$ cat config.mk
export PLATFORM = sky130hd
export DESIGN_NAME = led_pattern_sequencer_top_flat
export DESIGN_NICKNAME = d
export VERILOG_FILES = /design/src/rtl/lps_pkg.sv /design/src/rtl/lps_ifs.sv /design/src/rtl/lps_cfg_regs.sv /design/src/rtl/lps_core.sv /design/src/rtl/led_pattern_sequencer_top.sv /design/src/flat_wrapper.sv
export SDC_FILE = /design/constraint.sdc
export NUM_CORES = 1
export LEC_CHECK = 0
export BUFFER_PORTS_ARGS = -buffer_cell sky130_fd_sc_hd__buf_2
export CORE_ASPECT_RATIO = 1.5
export CORE_MARGIN = 2
export CORE_UTILIZATION = 60
export DETAILED_ROUTE_END_ITERATION = 16
export PLACE_DENSITY = 0.76
export SYNTH_ARGS = -nofsm -noshare
export SYNTH_HDL_FRONTEND = slang
export SYNTH_HIERARCHICAL = 1
export SYNTH_SLANG_ARGS = --single-unit
$ cat constraint.sdc
create_clock -name i_clk -period 18.27 [get_ports i_clk]
set_input_delay 1.827 -clock i_clk [delete_from_list [all_inputs] [get_ports i_clk]]
set_output_delay 1.827 -clock i_clk [all_outputs]
set_load 0.005 [all_outputs]
$ cat src/rtl/lps_pkg.sv
// Shared types, constants and register codes of the LED pattern sequencer.
package lps_pkg;

    localparam int LED_COUNT = 8;
    localparam int POS_W     = $clog2(LED_COUNT);
    localparam int TIME_W    = 32;
    localparam int CFG_W     = 16;
    localparam int CFG_IDX_W = 3;
    localparam int BTN_COUNT = 4;

    localparam logic [CFG_IDX_W-1:0] CFG_SLOW_PERIOD = 3'd0;
    localparam logic [CFG_IDX_W-1:0] CFG_FAST_PERIOD = 3'd1;
    localparam logic [CFG_IDX_W-1:0] CFG_DEBOUNCE    = 3'd2;
    localparam logic [CFG_IDX_W-1:0] CFG_DISP_BASE   = 3'd3;
    localparam logic [CFG_IDX_W-1:0] CFG_GAP_BASE    = 3'd4;

    localparam logic [CFG_W-1:0] SLOW_PERIOD_RST = 16'd1000;
    localparam logic [CFG_W-1:0] FAST_PERIOD_RST = 16'd500;
    localparam logic [CFG_W-1:0] DEBOUNCE_RST    = 16'd50;
    localparam logic [CFG_W-1:0] DISP_BASE_RST   = 16'd100;
    localparam logic [CFG_W-1:0] GAP_BASE_RST    = 16'd100;

    localparam int BTN_SPEED  = 0;
    localparam int BTN_MODE_A = 1;
    localparam int BTN_MODE_C = 3;

    typedef logic [LED_COUNT-1:0] t_leds;

    typedef enum logic [1:0] {
        MODE_BOUNCE  = 2'd0,
        MODE_INVERT  = 2'd1,
        MODE_SPARKLE = 2'd2,
        MODE_DARK    = 2'd3
    } t_mode;

    typedef enum logic [2:0] {
        PH_IDLE    = 3'b001,
        PH_DISPLAY = 3'b010,
        PH_OFF     = 3'b100
    } t_phase;

    typedef struct packed {
        logic [CFG_W-1:0] slow_period;
        logic [CFG_W-1:0] fast_period;
        logic [CFG_W-1:0] debounce_ticks;
        logic [CFG_W-1:0] display_base;
        logic [CFG_W-1:0] off_gap_base;
    } t_cfg;

    typedef struct packed {
        logic [3:0]  buttons;
        logic [7:0]  random_pattern;
        logic [10:0] display_extra;
        logic [5:0]  gap_extra;
    } t_in_item;

    typedef struct packed {
        t_leds leds;
        t_mode active_mode;
    } t_result;

endpackage

$ cat src/rtl/lps_ifs.sv
// Handshake interfaces for the input, result and configuration channels.
interface lps_in_if;
    logic        valid;
    logic        ready;
    logic [3:0]  buttons;
    logic [7:0]  random_pattern;
    logic [10:0] display_extra;
    logic [5:0]  gap_extra;

    modport source (output valid, buttons, random_pattern, display_extra, gap_extra,
                    input ready);
    modport sink (input valid, buttons, random_pattern, display_extra, gap_extra,
                  output ready);
endinterface

interface lps_out_if;
    logic       valid;
    logic       ready;
    logic [7:0] leds;
    logic [1:0] active_mode;

    modport source (output valid, leds, active_mode, input ready);
    modport sink (input valid, leds, active_mode, output ready);
endinterface

interface lps_cfg_if;
    logic        valid;
    logic        ready;
    logic [2:0]  index;
    logic [15:0] data;

    modport source (output valid, index, data, input ready);
    modport sink (input valid, index, data, output ready);
endinterface

$ cat src/rtl/lps_cfg_regs.sv
// Configuration register file of the LED pattern sequencer.
module lps_cfg_regs (
    input  logic                         i_clk,
    input  logic                         i_rst_n,
    input  logic                         i_wr_en,
    input  logic [lps_pkg::CFG_IDX_W-1:0] i_wr_index,
    input  logic [lps_pkg::CFG_W-1:0]    i_wr_data,
    output lps_pkg::t_cfg                o_cfg
);
    import lps_pkg::*;

    t_cfg r_cfg;

    always_ff @(posedge i_clk) begin
        if (!i_rst_n) begin
            r_cfg.slow_period    <= SLOW_PERIOD_RST;
            r_cfg.fast_period    <= FAST_PERIOD_RST;
            r_cfg.debounce_ticks <= DEBOUNCE_RST;
            r_cfg.display_base   <= DISP_BASE_RST;
            r_cfg.off_gap_base   <= GAP_BASE_RST;
        end else if (i_wr_en) begin
            unique case (i_wr_index)
                CFG_SLOW_PERIOD: r_cfg.slow_period    <= i_wr_data;
                CFG_FAST_PERIOD: r_cfg.fast_period    <= i_wr_data;
                CFG_DEBOUNCE:    r_cfg.debounce_ticks <= i_wr_data;
                CFG_DISP_BASE:   r_cfg.display_base   <= i_wr_data;
                CFG_GAP_BASE:    r_cfg.off_gap_base   <= i_wr_data;
                default: begin
                end
            endcase
        end
    end

    assign o_cfg = r_cfg;

endmodule

$ cat src/rtl/lps_core.sv
// Per-tick state update: period counter, button handling and LED modes.
module lps_core (
    input  logic              i_clk,
    input  logic              i_rst_n,
    input  logic              i_fire,
    input  lps_pkg::t_cfg     i_cfg,
    input  lps_pkg::t_in_item i_item,
    output lps_pkg::t_result  o_result
);
    import lps_pkg::*;

    logic [TIME_W-1:0] r_tick, n_tick;
    logic [CFG_W-1:0]  r_count, n_count;
    logic              r_step, n_step;
    logic              r_fast, n_fast;
    logic [TIME_W-1:0] r_last [BTN_COUNT];
    logic [TIME_W-1:0] n_last [BTN_COUNT];
    logic [3:0]        r_prev, n_prev;
    t_mode             r_mode, n_mode;
    logic [POS_W-1:0]  r_pos, n_pos;
    logic              r_up, n_up;
    t_phase            r_phase, n_phase;
    logic [TIME_W-1:0] r_disp_end, n_disp_end;
    logic [TIME_W-1:0] r_next_off, n_next_off;
    t_leds             r_leds, n_leds;

    logic [CFG_W-1:0]  period;
    logic [TIME_W-1:0] gap;
    t_leds             one_hot;

    // A time mark counts as reached when it lies less than half the counter range behind.
    function automatic logic time_reached(input logic [TIME_W-1:0] now,
                                          input logic [TIME_W-1:0] mark);
        logic [TIME_W-1:0] diff;
        diff = now - mark;
        return !diff[TIME_W-1];
    endfunction

    always_comb begin
        n_tick     = r_tick + TIME_W'(1);
        n_count    = r_count;
        n_step     = r_step;
        n_fast     = r_fast;
        n_last     = r_last;
        n_prev     = i_item.buttons;
        n_mode     = r_mode;
        n_pos      = r_pos;
        n_up       = r_up;
        n_phase    = r_phase;
        n_disp_end = r_disp_end;
        n_next_off = r_next_off;
        n_leds     = r_leds;

        period = r_fast ? i_cfg.fast_period : i_cfg.slow_period;
        gap    = TIME_W'(i_cfg.off_gap_base) + TIME_W'(i_item.gap_extra);
        if (({1'b0, r_count} + 17'd1) >= {1'b0, period}) begin
            n_step  = 1'b1;
            n_count = '0;
        end else begin
            n_count = r_count + CFG_W'(1);
        end

        for (int b = 0; b < BTN_COUNT; b++) begin
            if (r_prev[b] && !i_item.buttons[b] &&
                ((n_tick - r_last[b]) > TIME_W'(i_cfg.debounce_ticks))) begin
                n_last[b] = n_tick;
                if (b == BTN_SPEED) begin
                    n_fast  = !n_fast;
                    n_count = '0;
                end else begin
                    n_mode  = t_mode'(2'(b - BTN_MODE_A));
                    n_phase = PH_IDLE;
                    n_leds  = '0;
                    if (b != BTN_MODE_C) begin
                        n_pos = '0;
                        n_up  = 1'b1;
                    end
                end
            end
        end

        one_hot = t_leds'(1) << n_pos;
        unique case (n_mode)
            MODE_BOUNCE, MODE_INVERT: begin
                if (n_step) begin
                    n_leds = (n_mode == MODE_BOUNCE) ? one_hot : ~one_hot;
                    n_step = 1'b0;
                    if (n_up) begin
                        if (n_pos < POS_W'(LED_COUNT - 1)) begin
                            n_pos = n_pos + POS_W'(1);
                        end else begin
                            n_up  = 1'b0;
                            n_pos = POS_W'(LED_COUNT - 2);
                        end
                    end else begin
                        if (n_pos != '0) begin
                            n_pos = n_pos - POS_W'(1);
                        end else begin
                            n_up  = 1'b1;
                            n_pos = POS_W'(1);
                        end
                    end
                end
            end
            MODE_SPARKLE: begin
                if (n_phase == PH_IDLE && n_step) begin
                    n_step = 1'b0;
                    n_leds = i_item.random_pattern[LED_COUNT-1:0];
                    if (n_leds != '0) begin
                        n_disp_end = n_tick + TIME_W'(i_cfg.display_base)
                                     + TIME_W'(i_item.display_extra);
                        n_phase    = PH_DISPLAY;
                    end
                end
                if (n_phase != PH_IDLE) begin
                    n_step = 1'b0;
                end
                if (n_phase == PH_DISPLAY && time_reached(n_tick, n_disp_end)) begin
                    n_phase    = PH_OFF;
                    n_next_off = n_tick;
                end
                if (n_phase == PH_OFF && time_reached(n_tick, n_next_off)) begin
                    if (gap == '0) begin
                        n_leds = '0;
                    end else begin
                        n_leds = n_leds & (n_leds - t_leds'(1));
                    end
                    n_next_off = n_tick + gap;
                    if (n_leds == '0) begin
                        n_phase = PH_IDLE;
                    end
                end
            end
            MODE_DARK: begin
                n_leds = '0;
                n_step = 1'b0;
            end
            default: begin
            end
        endcase
    end

    always_ff @(posedge i_clk) begin
        if (!i_rst_n) begin
            r_tick     <= '0;
            r_count    <= '0;
            r_step     <= 1'b0;
            r_fast     <= 1'b0;
            r_last     <= '{default: '0};
            r_prev     <= '1;
            r_mode     <= MODE_DARK;
            r_pos      <= '0;
            r_up       <= 1'b1;
            r_phase    <= PH_IDLE;
            r_disp_end <= '0;
            r_next_off <= '0;
            r_leds     <= '0;
        end else if (i_fire) begin
            r_tick     <= n_tick;
            r_count    <= n_count;
            r_step     <= n_step;
            r_fast     <= n_fast;
            r_last     <= n_last;
            r_prev     <= n_prev;
            r_mode     <= n_mode;
            r_pos      <= n_pos;
            r_up       <= n_up;
            r_phase    <= n_phase;
            r_disp_end <= n_disp_end;
            r_next_off <= n_next_off;
            r_leds     <= n_leds;
        end
    end

    assign o_result.leds        = n_leds;
    assign o_result.active_mode = n_mode;

endmodule

$ cat src/rtl/led_pattern_sequencer_top.sv
// Top level of the LED pattern sequencer: input register, core and result register.
// An input beat passes the input register and the core into the result register.
// Throughput: one input beat per cycle while the result side keeps taking beats.
// Under backpressure the result register holds; the input register stalls once full.
// Reset: i_rst_n is synchronous and active low; it restores the default registers,
// mode off with all LEDs dark, and empties both registers.
module led_pattern_sequencer_top (
    input logic        i_clk,
    input logic        i_rst_n,
    lps_in_if.sink     i_in,
    lps_out_if.source  o_out,
    lps_cfg_if.sink    i_cfg
);
    import lps_pkg::*;

    t_cfg     cfg;
    t_result  result;
    logic     advance;
    logic     fire;
    logic     r_in_valid;
    t_in_item r_in_item;
    logic     r_out_valid;
    t_result  r_out;

    assign i_cfg.ready = 1'b1;

    lps_cfg_regs u_cfg_regs (
        .i_clk      (i_clk),
        .i_rst_n    (i_rst_n),
        .i_wr_en    (i_cfg.valid),
        .i_wr_index (i_cfg.index),
        .i_wr_data  (i_cfg.data),
        .o_cfg      (cfg)
    );

    assign advance    = !r_out_valid || o_out.ready;
    assign fire       = r_in_valid && advance;
    assign i_in.ready = !r_in_valid || advance;

    always_ff @(posedge i_clk) begin
        if (!i_rst_n) begin
            r_in_valid <= 1'b0;
        end else if (i_in.ready) begin
            r_in_valid <= i_in.valid;
        end
    end

    always_ff @(posedge i_clk) begin
        if (i_in.ready && i_in.valid) begin
            r_in_item.buttons        <= i_in.buttons;
            r_in_item.random_pattern <= i_in.random_pattern;
            r_in_item.display_extra  <= i_in.display_extra;
            r_in_item.gap_extra      <= i_in.gap_extra;
        end
    end

    lps_core u_core (
        .i_clk    (i_clk),
        .i_rst_n  (i_rst_n),
        .i_fire   (fire),
        .i_cfg    (cfg),
        .i_item   (r_in_item),
        .o_result (result)
    );

    always_ff @(posedge i_clk) begin
        if (!i_rst_n) begin
            r_out_valid <= 1'b0;
        end else if (fire) begin
            r_out_valid <= 1'b1;
        end else if (o_out.ready) begin
            r_out_valid <= 1'b0;
        end
    end

    always_ff @(posedge i_clk) begin
        if (fire) begin
            r_out <= result;
        end
    end

    assign o_out.valid       = r_out_valid;
    assign o_out.leds        = r_out.leds;
    assign o_out.active_mode = r_out.active_mode;

endmodule

$ cat src/flat_wrapper.sv
// flat-port wrapper written by rule: the top's interface ports become plain ports
module led_pattern_sequencer_top_flat import lps_pkg::*;
  (i_clk, i_rst_n, i_in_valid, i_in_buttons, i_in_random_pattern, i_in_display_extra, i_in_gap_extra, i_in_ready, o_out_valid, o_out_leds, o_out_active_mode, o_out_ready, i_cfg_valid, i_cfg_index, i_cfg_data, i_cfg_ready);
  lps_in_if i_in_i ();
  lps_out_if o_out_i ();
  lps_cfg_if i_cfg_i ();
  input logic i_clk;
  input logic i_rst_n;
  input wire logic [$bits(i_in_i.valid)-1:0] i_in_valid;
  input wire logic [$bits(i_in_i.buttons)-1:0] i_in_buttons;
  input wire logic [$bits(i_in_i.random_pattern)-1:0] i_in_random_pattern;
  input wire logic [$bits(i_in_i.display_extra)-1:0] i_in_display_extra;
  input wire logic [$bits(i_in_i.gap_extra)-1:0] i_in_gap_extra;
  output wire logic [$bits(i_in_i.ready)-1:0] i_in_ready;
  output wire logic [$bits(o_out_i.valid)-1:0] o_out_valid;
  output wire logic [$bits(o_out_i.leds)-1:0] o_out_leds;
  output wire logic [$bits(o_out_i.active_mode)-1:0] o_out_active_mode;
  input wire logic [$bits(o_out_i.ready)-1:0] o_out_ready;
  input wire logic [$bits(i_cfg_i.valid)-1:0] i_cfg_valid;
  input wire logic [$bits(i_cfg_i.index)-1:0] i_cfg_index;
  input wire logic [$bits(i_cfg_i.data)-1:0] i_cfg_data;
  output wire logic [$bits(i_cfg_i.ready)-1:0] i_cfg_ready;
  assign i_in_i.valid = i_in_valid;
  assign i_in_i.buttons = i_in_buttons;
  assign i_in_i.random_pattern = i_in_random_pattern;
  assign i_in_i.display_extra = i_in_display_extra;
  assign i_in_i.gap_extra = i_in_gap_extra;
  assign i_in_ready = i_in_i.ready;
  assign o_out_valid = o_out_i.valid;
  assign o_out_leds = o_out_i.leds;
  assign o_out_active_mode = o_out_i.active_mode;
  assign o_out_i.ready = o_out_ready;
  assign i_cfg_i.valid = i_cfg_valid;
  assign i_cfg_i.index = i_cfg_index;
  assign i_cfg_i.data = i_cfg_data;
  assign i_cfg_ready = i_cfg_i.ready;
  led_pattern_sequencer_top u_core (.i_clk(i_clk), .i_rst_n(i_rst_n), .i_in(i_in_i), .o_out(o_out_i), .i_cfg(i_cfg_i));
endmodule
==> results.json, run 1 <==
{
  "cts_hold_buf": 0,
  "dr_total_vias": 27400,
  "grt_pass1_vias": 26900,
  "crit_buf_inv": 3,
  "synth_seq_cells": 384,
  "die_area_um2": 51900,
  "wl_mm": 91.4,
  "setup_violations": 0,
  "layout_setup_ws_ps": 1840,
  "status": "completed",
  "drv_slew": 0,
  "n_antenna_cell": 0,
  "fp.coreArea_um2": 49500,
  "clk_pin_slew_ps": 60,
  "drtIter0Drc": 1893,
  "start_kind": "flip-flop",
  "power_leakage_nw": 14.4,
  "drc": 0,
  "routedWlPerCell_um": 21.0,
  "path_class": "reg2reg",
  "ir_drop_mv": 0.0945,
  "final-hold-violation-count": 0,
  "gp_congestion": 0.976,
  "ys_seq_area_share_pct": 26.9,
  "cts_sinks": 384,
  "crit_top_cell": "a21o_1",
  "area_delta_synth_final_pct": 7.59,
  "port_buffers": 64,
  "syn_area_um2": 30000,
  "crit_slowest_cell": "o41ai_4",
  "post-route-period-util_pct": 90.0,
  "antenna_left": 0,
  "worstSetupEndpointType": "flip-flop",
  "worst_ep_required_time_ps": 18750,
  "synth_cell_types": 103,
  "critPathArrivalTime_ps": 16910,
  "synth.net_count": 4060,
  "relSlewSlack_pct": 22.0,
  "cts_max_level": 2,
  "yosys_most_used_dff": "dfxtp_1",
  "path_max_fanout": 27,
  "clock_path_buffers": 3,
  "skew_ps": 26.5,
  "clk-insertion-delay-late_ps": 580,
  "numCtsBuffers": 42,
  "gr-total-overflow": 0,
  "cp_top_family": "compound AO/OA/AOI/OAI gates",
  "setup_tns_ps": 0,
  "dp_hpwl_mm": 68.9,
  "grt_pass1_wl_mm": 142,
  "rows": 100,
  "first_pass_iters": 5,
  "start_util_pct": 60.6,
  "powerDensity_nw_per_um2": 67.9,
  "async_reset_ff_share_pct": 0,
  "synth_edf_count": 39,
  "cts_resized": 0,
  "finalCoreUtilization_pct": 65.2,
  "grt_max_degree": 76,
  "grt_usage_pct": 34.3,
  "critPathMaxStageDelay_ps": 1090,
  "cts-root-buf": "clkbuf_16",
  "layout-drive-gt1-share_pct": 6.96,
  "die_h_um": 278,
  "dp_slack_ps": 2270,
  "nets": 4052,
  "hold_slack_ps": 457,
  "drv_cap": 0,
  "boundaryPins": 66,
  "die_w_um": 187,
  "cts_tree": "built",
  "fmax_mhz": 60.8,
  "antenna_found_initial": 0,
  "hold_path_class": "reg2reg",
  "rsz0062_at_grt": "false",
  "yosys_warnings": 6,
  "tightestPinTransition_ps": 1170,
  "postCtsSetupBuffers": 0,
  "period_needed_ps": 16430,
  "synthCells": 3672,
  "viasPerCell": 6.30,
  "avgSynthCellArea_um2": 8.18,
  "fill_cells": 4301
}
[logic make-up (layout without fill, tap and decap cells)]
logic type / Yosys count / count (layout) / synth area share [%]
other: 1 / 1 / 0.0125
buffers and inverters: 440 / 462 / 5.84
xor gates and xnor gates: 214 / 214 / 6.24
and+or+nand+nor: 1171 / 1171 / 18.7
DFF: 384 / 384 / 26.9
muxes: 226 / 226 / 7.62
AOI/OAI and AO/OA: 901 / 901 / 20.3
adders and majority gates: 335 / 335 / 14.4
[flip-flops by register name, summed over array words and instances (netlist names), 2 cells and up]
signal                    count
u_core/u_cfg_regs/o_cfg      80
u_core/u_core/r_tick         32
u_core/u_core/r_disp_end     32
u_core/u_core/r_phase         3
u_core/o_out.active_mode      2
u_core/u_core/r_last        128
u_core/u_core/r_pos           3
u_core/u_core/r_count        16
u_core/u_core/r_prev          4
u_core/r_in_item             29
u_core/u_core/r_next_off     32
u_core/o_out.leds             8
u_core/u_core/r_leds          8
u_core/u_core/r_mode          2
[power by group]
group,internal [mW],leakage (nW),switching (mW)
Clock,0.458,0.650,0.376
Sequential,0.874,3.17,0.0151
Combinational,0.187,10.6,0.285
Total,1.52,14.4,0.676
[synth_stat cells, types with 8 or more instances]
master | n | area [um2]
or4_1 | 9 | 67.6
nand4_1 | 79 | 494
xor2_1 | 80 | 701
a31oi_1 | 30 | 188
and4_1 | 9 | 78.8
nor2b_1 | 63 | 394
o21ai_1 | 8 | 40.0
o21bai_1 | 25 | 188
fa_1 | 18 | 360
and2_1 | 24 | 150
xnor2_1 | 134 | 1170
o21a_1 | 33 | 248
ha_1 | 317 | 3970
o211ai_1 | 41 | 308
buf_2 | 21 | 105
o31a_1 | 13 | 114
a211o_1 | 12 | 105
nor4_1 | 25 | 156
a21o_1 | 90 | 676
and3_1 | 40 | 250
nor3_1 | 38 | 190
a211oi_1 | 109 | 818
nand3_1 | 92 | 460
a22o_1 | 9 | 78.8
edfxtp_1 | 39 | 1170
a21oi_1 | 240 | 1200
nand2b_1 | 45 | 282
dfxtp_1 | 345 | 6910
mux2i_1 | 218 | 2180
clkbuf_1 | 125 | 469
a21boi_0 | 13 | 97.6
a221o_1 | 9 | 90.1
a22oi_1 | 14 | 105
o21ai_0 | 142 | 711
o211ai_2 | 11 | 138
inv_1 | 273 | 1020
nand2_1 | 297 | 1110
buf_4 | 8 | 60.1
or2_2 | 17 | 106
or3_1 | 16 | 100
nor2_1 | 379 | 1420
a2111oi_0 | 12 | 105
[final timing paths]
kind                          startpoint                     endpoint  slack [ps]  cells past startpoint
max reg2reg      u_core/u_core/r_tick[0]  u_core/u_core/r_next_off[3]        1840                     58
min reg2reg  u_core/u_cfg_regs/o_cfg[64]  u_core/u_cfg_regs/o_cfg[64]         460                      2
min          u_core/u_cfg_regs/o_cfg[64]  u_core/u_cfg_regs/o_cfg[64]         460                      2
max              u_core/u_core/r_tick[0]  u_core/u_core/r_next_off[3]        1840                     58
[layout make-up]
type / count / area (um2) / area share, %
flip-flops and latches: 384 / 8080 / 25.0
repair buffers: 113 / 691 / 2.14
inverters: 275 / 1040 / 3.21
clock inverters: 16 / 145 / 0.449
well taps: 663 / 830 / 2.57
clock buffers: 58 / 1180 / 3.66
multi-input cells: 2848 / 20300 / 63.0
[per-stage QoR]
stage                     instance area, um2  std cells  total power, mW
final                                  32300       4357             2.20
after global routing                   32300       4357             2.28
after CTS                              32300       4357             2.20
after detailed placement               31000       4283             1.37
after global placement                 31000       4283             1.36
after floorplan                        30000       3672             1.24
[placed cells by master, fill, tap and decap left out, drive strengths merged, types with 93 or more instances in the layout]
| cell type | synthesis | layout |
|---|---|---|
| o21ai | 150 | 150 |
| dfxtp | 345 | 345 |
| a21oi | 241 | 241 |
| mux2i | 219 | 219 |
| a211oi | 109 | 109 |
| nand2 | 298 | 298 |
| nand3 | 93 | 93 |
| ha | 317 | 317 |
| nor2 | 379 | 379 |
| inv | 274 | 278 |
| xnor2 | 134 | 134 |
| buf | 40 | 113 |
[worst register-to-register path: cells and delay by family, from the launching register on]
kind / cells / cell delay (ps)
simple gates: 18 / 4100
fa+ha+maj: 5 / 1700
xor+xnor: 3 / 780
buf+inv: 3 / 1190
flops: 1 / 740
compound gates: 27 / 7420
mux: 2 / 400
[layer usage]
metal	part of all wire (%)	routed length [um]	GRT usage (%)	vias to the layer above
met5	0	0	0	-
met4	8.6	7890	26.9	0
met3	5.7	5200	4.62	375
met2	48	43900	60.0	986
met1	38	34400	37.3	13000
li1	-	-	-	13100
Power figures use the tool's default switching activity.
==> run 2: changes to the inputs <==
CELL_PAD_IN_SITES_DETAIL_PLACEMENT = 0   (was unset)
CELL_PAD_IN_SITES_GLOBAL_PLACEMENT = 1   (was unset)
CORE_UTILIZATION = 49   (was 60)
PLACE_DENSITY = 0.8   (was 0.76)
==> results.json, run 2 (synthesized netlist as in run 1, its figures left out) <==
{
  "viasPerCell": 6.07,
  "die_w_um": 206,
  "setup_violations": 0,
  "hold_path_class": "reg2reg",
  "setup_tns_ps": 0,
  "first_pass_iters": 5,
  "status": "completed",
  "routedWlPerCell_um": 22.3,
  "fmax_mhz": 60.8,
  "grt_max_degree": 77,
  "gr-total-overflow": 0,
  "stdcell_count": 4496,
  "critPathArrivalTime_ps": 16940,
  "cts_tree": "built",
  "grt_usage_pct": 31.5,
  "antenna_left": 0,
  "regArea_um2": 8080,
  "critPathMaxStageDelay_ps": 700,
  "top_register": "u_core/u_core/r_last",
  "multi_input_area_um2": 20400,
  "r2r-start": "u_core/u_core/r_tick[0]",
  "post_dp_cell_area_um2": 31200,
  "drtIter0Drc": 1517,
  "die_h_um": 307,
  "hold_slack_ps": 459,
  "dp_hpwl_mm": 76.1,
  "gp_congestion": 0.966,
  "period_needed_ps": 16450,
  "path_class": "reg2reg",
  "worst_ep_required_time_ps": 18760,
  "rsz0062_at_grt": "false",
  "drv_slew": 0,
  "finalCoreUtilization_pct": 53.7,
  "relSlewSlack_pct": 16.7,
  "dr_total_vias": 27300,
  "fp.coreArea_um2": 60800,
  "ir_drop_mv": 0.0703,
  "drv_cap": 0,
  "start_kind": "flip-flop",
  "clock_path_buffers": 3,
  "clk-insertion-delay-late_ps": 600,
  "holdCritStartpoint": "u_core/u_cfg_regs/o_cfg[39]",
  "wl_mm": 100,
  "boundaryPins": 66,
  "rows": 111,
  "layout_common_cells": "374 x nor2_1, 345 x dfxtp_1, 317 x ha_1",
  "grt_pass1_vias": 27500,
  "power_leakage_nw": 14.5,
  "die_area_um2": 63300,
  "dp.cells": 4418,
  "skew_ps": 24.8,
  "worst_r2r_path_depth": 61,
  "fill_cells": 5865,
  "cts_resized": 0,
  "fin_area_um2": 32700,
  "crit_slowest_cell": "o21a_1",
  "cts-root-buf": "clkbuf_16",
  "tightestPinTransition_ps": 1250,
  "clk_pin_slew_ps": 60,
  "grt_pass1_wl_mm": 153,
  "r2r_slack_ps": 1820,
  "numCtsBuffers": 43,
  "reg2reg_to": "u_core/u_core/r_next_off[1]",
  "final-hold-violation-count": 0,
  "hold_path_end": "u_core/u_cfg_regs/o_cfg[39]",
  "postCtsSetupBuffers": 0,
  "start_util_pct": 49.4,
  "path_max_fanout": 31,
  "layout-drive-gt1-share_pct": 7.37,
  "worstSetupEndpointType": "flip-flop",
  "largest_reg_flops": 128,
  "final_common_cell": "nor2_1",
  "area_delta_synth_final_pct": 8.82,
  "powerDensity_nw_per_um2": 70.1,
  "holdPathStages": 2,
  "post-route-period-util_pct": 90.0,
  "cts_sinks": 384,
  "nets": 4060,
  "cts_max_level": 2,
  "antenna_found_initial": 0,
  "drc": 0,
  "port_buffers": 64,
  "cts_hold_buf": 0
}
-- run 2: cell types whose count changed in the layout (fill, tap and decap cells not counted), moves of 3 or more --
cell	previous run	this run
buf_4	50	57
clkinv_4	3	0
bufinv_16	0	6
clkbuf_16	42	46
clkinvlp_4	0	5
clkbuf_8	7	1
clkbuf_1	9	5
clkinv_2	4	10
-- run 2: worst max-delay path by stage --
| stage | start | endpoint | slack (ps) | cells after the start |
|---|---|---|---|---|
| 2_1_floorplan | u_core/u_core/r_tick[0] | u_core/o_out.leds[2] | 4880 | 62 |
| 5_1_grt | u_core/u_core/r_tick[0] | u_core/u_core/r_next_off[10] | 770 | 61 |
| 6_report | u_core/u_core/r_tick[0] | u_core/u_core/r_next_off[1] | 1820 | 61 |
| 4_1_cts | u_core/u_core/r_tick[0] | u_core/u_core/r_next_off[1] | 1990 | 61 |
| 3_5_place_dp | u_core/u_core/r_tick[0] | u_core/u_core/r_next_off[1] | 2110 | 61 |
| 3_3_place_gp | u_core/u_core/r_tick[0] | u_core/u_core/r_next_off[1] | 2470 | 61 |
-- run 2: area by class of cell --
class / count / area share [%]
Antenna cell: 1 / 0.00766
Clock buffer: 52 / 3.62
Clock inverter: 25 / 0.881
Inverter: 275 / 3.17
Multi-Input combinational cell: 2848 / 62.3
Sequential cell: 384 / 24.7
Tap cell: 791 / 3.03
Timing Repair Buffer: 120 / 2.27
-- run 2: worst max-delay path: cells and delay by family, from the launching register on --
family | cells | cell delay [ps]
compound gates | 27 | 6520
simple gates | 20 | 4300
fa+ha+maj | 5 | 1680
buf+inv | 4 | 1680
xor+xnor | 3 | 820
flops | 1 | 680
mux | 2 | 610
-- run 2: power breakdown --
part	switching, mW	internal (mW)
sequential	0.0148	0.873
combinational	0.287	0.188
clock	0.382	0.546
-- run 2: per-stage QoR --
step                      setup WS, ps  total power [mW]
after floorplan                   4880              1.24
after global routing               774              2.39
after global placement            2470              1.37
after CTS                         1990              2.31
after detailed placement          2110              1.37
final                             1820              2.29
-- run 2: metal layers --
layer,share of wire (%),routed length (um),global-route usage (%),vias to the layer above
li1,-,-,-,13100
met3,4.6,4630,4.25,353
met4,8.2,8270,22.9,0
met1,38,37700,33.5,12900
met5,0,0,0,-
met2,50,49900,56.6,857
